==> config.mk <==
export PLATFORM = sky130hd
export DESIGN_NAME = lmpg_mod_pipe
export DESIGN_NICKNAME = d
export VERILOG_FILES = /design/src/sv/lmpg_pkg.sv /design/src/sv/lmpg_mod_pipe.sv
export SDC_FILE = /design/constraint.sdc
export NUM_CORES = 2
export LEC_CHECK = 0
export ABC_AREA = 1
export BUFFER_PORTS_ARGS = -buffer_cell sky130_fd_sc_hd__buf_2
export CELL_PAD_IN_SITES_DETAIL_PLACEMENT = 1
export CELL_PAD_IN_SITES_GLOBAL_PLACEMENT = 1
export CORE_MARGIN = 5
export CORE_UTILIZATION = 35
export CTS_CLUSTER_SIZE = 14
export DETAILED_ROUTE_END_ITERATION = 8
export PLACE_DENSITY_LB_ADDON = 0.1
export SYNTH_ARGS = -nofsm -noshare
export SYNTH_HDL_FRONTEND = slang
export SYNTH_SLANG_ARGS = --single-unit
==> constraint.sdc <==
create_clock -name clk_i -period 3 [get_ports clk_i]
set_input_delay 0 -clock clk_i [delete_from_list [all_inputs] [get_ports clk_i]]
set_output_delay 0 -clock clk_i [all_outputs]
set_load 0.05 [all_outputs]
==> src/sv/lmpg_pkg.sv <==
`default_nettype none
// ----------------------------------------------------------------------------
// lmpg_pkg
// Shared constants, codes and the raised-cosine wave table of the LED mode
// pattern generator.
// ----------------------------------------------------------------------------
package lmpg_pkg;

  // wave table size and the widths that follow from it
  localparam int unsigned COS_N = 256;
  localparam int unsigned IDX_W = $clog2(COS_N);
  localparam int unsigned Q_W   = (IDX_W > 8) ? IDX_W : 8;
  localparam int unsigned NUM_W = 16 + Q_W;
  localparam int unsigned REM_W = 20;
  localparam int unsigned WAVE_W = 17;

  localparam logic [REM_W-1:0] ACT_PERIOD = 20'd500;
  localparam int unsigned      FLASH_EDGES = 6;

  // mode codes
  localparam logic [2:0] OP_REMINDER     = 3'd0;
  localparam logic [2:0] OP_ACTIVATION   = 3'd1;
  localparam logic [2:0] OP_LISTENING    = 3'd2;
  localparam logic [2:0] OP_DEACTIVATION = 3'd3;

  // register indexes
  localparam logic [2:0] CFG_LIGHT_THR   = 3'd0;
  localparam logic [2:0] CFG_BRIGHT_MS   = 3'd1;
  localparam logic [2:0] CFG_MAX_BRIGHT  = 3'd2;
  localparam logic [2:0] CFG_DARK_MS     = 3'd3;
  localparam logic [2:0] CFG_DARK_OFF_MS = 3'd4;
  localparam logic [2:0] CFG_FLASH_MS    = 3'd5;
  localparam logic [2:0] CFG_LISTEN      = 3'd6;
  localparam logic [2:0] CFG_FADE_MS     = 3'd7;

  typedef enum logic [2:0] {
    K_ZERO,
    K_PEAK,
    K_LISTEN,
    K_BRIGHT,
    K_DARK,
    K_ACT,
    K_FADE
  } kind_e;

  typedef struct packed {
    kind_e       kind;
    logic [15:0] elap_lo;
  } side_t;

  localparam longint unsigned PI_Q30  = 64'd3373259426;
  localparam longint          ONE_Q30 = 64'sd1073741824;

  // ceil(2^40 / (2k(2k+1))) for k = 1..7; exact floor division of a 32-bit term
  localparam int unsigned     RECIP_SH = 40;
  localparam longint unsigned TAYLOR_RECIP [7] = '{
    ((64'd1 << 40) + 64'd5)   / 64'd6,
    ((64'd1 << 40) + 64'd19)  / 64'd20,
    ((64'd1 << 40) + 64'd41)  / 64'd42,
    ((64'd1 << 40) + 64'd71)  / 64'd72,
    ((64'd1 << 40) + 64'd109) / 64'd110,
    ((64'd1 << 40) + 64'd155) / 64'd156,
    ((64'd1 << 40) + 64'd209) / 64'd210
  };

  typedef logic [WAVE_W-1:0] wave_tab_t [COS_N];

  // (1 - cos(2*pi*j/N)) / 2 as sin^2(pi*j/N), Taylor series in Q30
  function automatic logic [WAVE_W-1:0] wave_entry(int unsigned j);
    longint unsigned x;
    longint unsigned x2;
    longint unsigned term;
    longint unsigned us;
    longint          s;
    int unsigned     jj;
    int unsigned     k;
    logic [79:0]     prod;
    jj = j;
    if (jj > COS_N) jj = COS_N;
    if (2 * jj > COS_N) jj = COS_N - jj;
    x    = (PI_Q30 * longint'(jj)) / COS_N;
    x2   = (x * x) >> 30;
    term = x;
    s    = longint'(term);
    for (k = 1; k <= 7; k++) begin
      term = (term * x2) >> 30;
      prod = 80'(term) * 80'(TAYLOR_RECIP[k-1]);
      term = 64'(prod >> RECIP_SH);
      if (k[0]) s = s - longint'(term);
      else      s = s + longint'(term);
    end
    if (s < 0) s = 0;
    if (s > ONE_Q30) s = ONE_Q30;
    us = longint'(s);
    return WAVE_W'((us * us + (64'd1 << 43)) >> 44);
  endfunction

  function automatic wave_tab_t wave_build();
    wave_tab_t t;
    for (int unsigned j = 0; j < COS_N; j++) begin
      t[j] = wave_entry(j);
    end
    return t;
  endfunction

  localparam wave_tab_t WAVE = wave_build();

endpackage
`default_nettype wire

==> src/sv/lmpg_mod_pipe.sv <==
`default_nettype none
// ----------------------------------------------------------------------------
// lmpg_mod_pipe
// Pipelined restoring remainder: one dividend bit per stage, 32 stages.
// ----------------------------------------------------------------------------
module lmpg_mod_pipe (
  input  wire logic                       clk_i,
  input  wire logic                       rst_ni,
  input  wire logic                       en_i,
  input  wire logic                       in_valid_i,
  input  wire logic [31:0]                dividend_i,
  input  wire logic [lmpg_pkg::REM_W-1:0] divisor_i,
  input  wire lmpg_pkg::side_t            side_i,
  output logic                            out_valid_o,
  output logic [lmpg_pkg::REM_W-1:0]      rem_o,
  output lmpg_pkg::side_t                 side_o
);

  localparam int unsigned STAGES = 32;
  localparam int unsigned RW     = lmpg_pkg::REM_W;

  logic                 vld_q  [STAGES];
  logic [RW-1:0]        rem_q  [STAGES];
  logic [RW-1:0]        den_q  [STAGES];
  logic [31:0]          num_q  [STAGES];
  lmpg_pkg::side_t      side_q [STAGES];

  for (genvar s = 0; s < STAGES; s++) begin : g_st
    logic            vld_in;
    logic [RW-1:0]   rem_in;
    logic [RW-1:0]   den_in;
    logic [31:0]     num_in;
    lmpg_pkg::side_t side_in;
    logic [RW:0]     trial;
    logic [RW-1:0]   rem_d;

    if (s == 0) begin : g_first
      assign vld_in  = in_valid_i;
      assign rem_in  = '0;
      assign den_in  = divisor_i;
      assign num_in  = dividend_i;
      assign side_in = side_i;
    end else begin : g_next
      assign vld_in  = vld_q[s-1];
      assign rem_in  = rem_q[s-1];
      assign den_in  = den_q[s-1];
      assign num_in  = num_q[s-1];
      assign side_in = side_q[s-1];
    end

    always_comb begin
      trial = {rem_in, num_in[31]};
      if (trial >= {1'b0, den_in}) rem_d = RW'(trial - {1'b0, den_in});
      else                         rem_d = trial[RW-1:0];
    end

    always_ff @(posedge clk_i or negedge rst_ni) begin
      if (!rst_ni) begin
        vld_q[s] <= 1'b0;
      end else if (en_i) begin
        vld_q[s] <= vld_in;
      end
    end

    always_ff @(posedge clk_i) begin
      if (en_i) begin
        rem_q[s]  <= rem_d;
        den_q[s]  <= den_in;
        num_q[s]  <= {num_in[30:0], 1'b0};
        side_q[s] <= side_in;
      end
    end
  end

  assign out_valid_o = vld_q[STAGES-1];
  assign rem_o       = rem_q[STAGES-1];
  assign side_o      = side_q[STAGES-1];

endmodule
`default_nettype wire

# Yosys cells after proc, flatten, opt, wreduce, memory -nomap -nowiden

Memory sizes are Yosys's and may differ from the RTL's.
Cells that the tools add are included.

$add $sub $neg: 32
Order comparisons: 32
Multiplexer cells: 34

Operators with widths:

| cell           | number |
|---|---|
| $ge 21x20->1   | 31 |
| $mux 20        | 32 |
| $sub 20x20->20 | 31 |
| $ge 1x20->1    | 1 |
| $sub 1x20->20  | 1 |
| $mux 1         | 2 |

Bits in registers: 32
RAM bits: 2880
Input port bits: 75
Output and inout bits: 40
Memories: 4

Memories:

| memory | depth | width | rd ports | clocked after Yosys merged registers in | write ports | line                | source |
|---|---|---|---|---|---|---|---|
| num_q  | 32    | 31    | 31       | 0                                       | 32          | lmpg_mod_pipe.sv:25 | `logic [31:0] num_q [STAGES];` |
| den_q  | 32    | 20    | 31       | 0                                       | 32          | lmpg_mod_pipe.sv:24 | `logic [RW-1:0] den_q [STAGES];` |
| rem_q  | 32    | 20    | 32       | 0                                       | 32          | lmpg_mod_pipe.sv:23 | `logic [RW-1:0] rem_q [STAGES];` |
| side_q | 32    | 19    | 32       | 0                                       | 32          | lmpg_mod_pipe.sv:26 | `lmpg_pkg::side_t side_q [STAGES];` |

# Depth between registers and ports, before layout

An unclocked memory read counts as a cell.

Depth in word-level cells: 3
Mapped depth: 14
Gate-level depth less buffers: 13

# Worst setup path after synthesis

No wires, ideal clock.

Path kind: flip-flop to flip-flop
Start point: memory rem_q[2][49] (netlist bit)
End point: memory rem_q[2][69] (netlist bit), data pin
Setup time: 252 ps
Arrival: 1674 ps
Data required time: 2748 ps
Setup slack: 1074 ps
Stages on the path, launching flop included: 13
Buffers on the path: 1
Clock period less this slack: 1926 ps
Path through: edfxtp_1 ha_1 nand2_1 inv_2 nand2_1 inv_1 a21oi_2 nand2_1 nand2_2 nand2_4 buf_4 nand2_1 nand2_1

RTL lines:

| what               | line |
|---|---|
| start: declaration | lmpg_mod_pipe.sv:23 |

==> results.md <==
- Outcome: complete, no violations
- Initial Util: 0.352
- Initial antenna violation count: 10
- Chip Height: 601 µm
- Sw frac: 0.407
- Worst hold path type: in -> reg
- DR iter-0 viols: 5074
- Leak: 62.6 nW
- Largest stage delay, worst path: 0.59 ns
- Final worst path period need: 2.73 ns
- Endpoints failing hold: 0
- Ranking of synthesized cells by area: edfxtp_1 (58%), nand2_1 (14%), ha_1 (6.4%)
- Overall Global Routing Usage: 0.186
- EDFF count, synth: 2364
- Kind of critical path: reg -> reg
- Cells after DPL: 17325
- Global route overflow: 0
- R2R Path Start: rem_q[1][6]
- Syn_area_per_cell: 9.65 µm²
- Slowest cell on crit path: nor3_1
- Cell Int Power: 84.4 mW
- Sequential element share of the synthesized area: 0.588
- IO buf count: 114
- Cell Chain, Critical Path: ha_1 -> nand2_1 -> nor3_1 -> nand2_1 -> nor2_1 -> nor2_1 -> nand2_4 -> buf_4 -> nand2_1 -> nand2_1
- Post-Syn Area: 122000 µm²
- Cell count after synthesis: 12649
- Finished Layout Cells: 17996
- Final WL: 343000 µm
- Top Ports: 115
- Post-synth ARST share: 0.0134
- Top FF cell, synth: edfxtp_1
- Post-synthesis mux area share: 0.000184
- Top-count cell post-synth: nand2_1
- Compound-Gate Fraction of Synth Area: 0.0302
- # setup viols final: 0
- Routed WL per cell: 19.1 µm
- Worst skew pair latency: 0.92 ns
- Area grow syn2layout: 14.2%
- Clock share of power: 0.246
- Worst reg-to-reg setup slack: 0.27 ns
- Net load switching power: 57.9 mW
- Num CTS Buffers: 288
- Syn Nets: 13377
- Final ANT Viol Nets: 0
- Yosys reg bits: 2396
- Pin count of the biggest net entering global routing: 131
- Routed vias/inst: 4.71
- CTS tree: done
- CP endpoint kind: flop
- Gate power share: 0.400
- Hold path depth: 6
- Hold_ws: 0.185 ns
- Drt first pass iters: 7
- Site Rows: 216
- Die Area: 361000 µm²
- FF-to-FF path depth: 10
- Final-stage net count: 13916
- Post-Synth XOR/XNOR Area: 0.0215
- Warning count from the yosys run: 0
- Hold_sp: divisor_i[1]
- Max_cap viols: 0
- First-pass GRT wire length: 532000 µm
- PwrDens: 1020 nW/µm²
- Fill cells: 39235
- Post-synth top cells: nand2_1 (4492), edfxtp_1 (2364), inv_1 (1926), nand3_1 (770), nor2_1 (761)
- Setup_tns: 0 ns
- Yosys top cell area share: 0.582
- Vias in the first global route: 88981
- FF-to-FF End: rem_q[1][23]
- Clk root buf: clkbuf_16
- HPWL after DPL: 265000 µm
- Post-route DRC: 0
- Worst EP required: 3.74 ns
- Leading area contributor after synthesis: edfxtp_1
- Critical Path Fanout Max: 21
- Hold Path Sink: rem_q[0][1]
- Design Power: 142 mW
- Clk slew on worst S/H paths: 0.06 ns
- Die X: 601 µm
- Sequential share of power: 0.354
- Clk_skew: 0.0743 ns
- VDD IR max: 0.485 mV
- # H-tree levels: 5
- Via count: 84805
- Core ar.: 347000 µm²
- Tcrit/Tclk final: 0.911
- Layout cells sized above 1: 0.0653
- Rel. slew slack: 0.480
- Post-synthesis adder-cell area fraction: 0.0688
- RD Place Congestion: 0.859
- Cell repeated most along the worst path: nand2_1
- Clock sink count: 2396
- Largest family of logic cells by synthesized area: simple AND/OR/NAND/NOR gates
- Post-synthesis simple-gate area fraction: 0.222
- Distinct cells, synth: 37
- Crit start category: flop
- RSZ-0062 raised after global routing: no
- Final Slew Violations: 0
- CTS max path bufs: 4
- CP Data Arrival Time: 3.47 ns
- Fmax: 0.366 GHz
- Worst-Margin Slew: 0.780 ns
critical path, delay by kind of cell (launching register included):
family,cells,cell delay [ns]
AND/OR/NAND/NOR,8,1.47
flip-flops,1,0.42
adder cells (fa/ha/maj),1,0.40
buffers and inverters,1,0.29
cell families (layout without fill, tap and decap cells):
group           Yosys count  count (layout)
buf+inv                2070            2838
xor+xnor                299             299
other cells               0               1
flops                  2396            2396
compound gates          699             699
mux                       2               2
fa+ha+maj               653             653
simple gates           6530            6530
per-stage QoR:
stage	utilization	setup WS (ns)	cell area, µm²
floorplan	-	1.07	122000
global placement	0.370	0.130	128000
detailed placement	0.370	0.107	128000
CTS	0.402	0.0732	139000
global route	0.402	0.0842	139000
finish	0.402	0.267	139000
sequential cells by signal, summed over array words and instances (netlist names):
signal / count
side_q: 608
out_valid_o: 1
den_q: 620
rem_q: 640
num_q: 496
g_st.vld_in: 31
worst max path at each step:
stage                   from  slack (ns)       endpoint
2_1_floorplan   rem_q[2][49]        1.07   rem_q[2][69]
3_3_place_gp    den_q[27][7]        0.13   rem_q[3][93]
3_5_place_dp    den_q[27][7]        0.11   rem_q[3][93]
4_1_cts         den_q[27][7]        0.07   rem_q[3][93]
5_1_grt        rem_q[3][132]        0.08  rem_q[3][152]
6_report         rem_q[1][6]        0.27   rem_q[1][23]
metal layers:
| metal | GRT usage | vias up | part of all wire |
|---|---|---|---|
| li1 | - | 42375 | - |
| met1 | 0.264 | 41006 | 0.49 |
| met2 | 0.309 | 1011 | 0.46 |
| met3 | 0.0173 | 413 | 0.028 |
| met4 | 0.0466 | 0 | 0.025 |
| met5 | 0 | - | 0 |
power groups by stage:
| stage | registers [mW] | logic, mW | clock network (mW) |
|---|---|---|---|
| 2_1_floorplan | 48.9 | 40.5 | 0 |
| 3_3_place_gp | 51.3 | 56.0 | 0 |
| 3_5_place_dp | 51.2 | 56.7 | 0 |
| 4_1_cts | 50.6 | 57.3 | 36.5 |
| 5_1_grt | 50.9 | 64.6 | 37.9 |
| 6_report | 50.4 | 56.8 | 35.0 |
layout by cell type (no fill, tap or decap), types with 49 or more instances in the layout:
cell,instances
nor2_1,761
nand2_1,4492
a21oi_1,484
clkbuf_16,291
inv_1,1926
nand3b_1,108
nand2_2,99
buf_2,113
nor3_1,107
dlygate4sd3_1,150
clkinv_1,49
o21ai_0,136
clkbuf_1,55
edfxtp_1,2364
buf_4,61
nand3_1,770
ha_1,622
xor2_1,299
timing repair:
action / in CTS / in global routing
hold endpoints to repair: 1203 / 0
resized for setup: 0 / 3
hold buffers: 151 / 0
buffers inserted: 0 / 0
setup endpoints to repair: 0 / 9
final cells by class:
class	count	area (µm²)	share of cell area
Antenna cell	1	2.50	0.0000180
Clock buffer	346	7490	0.0537
Clock inverter	173	2000	0.0144
Inverter	1969	7470	0.0536
Multi-Input combinational cell	8183	41900	0.300
Sequential cell	2396	71800	0.515
Tap cell	4578	5730	0.0411
Timing Repair Buffer	350	3050	0.0218
Note: power is estimated with default switching activity, not from simulation.
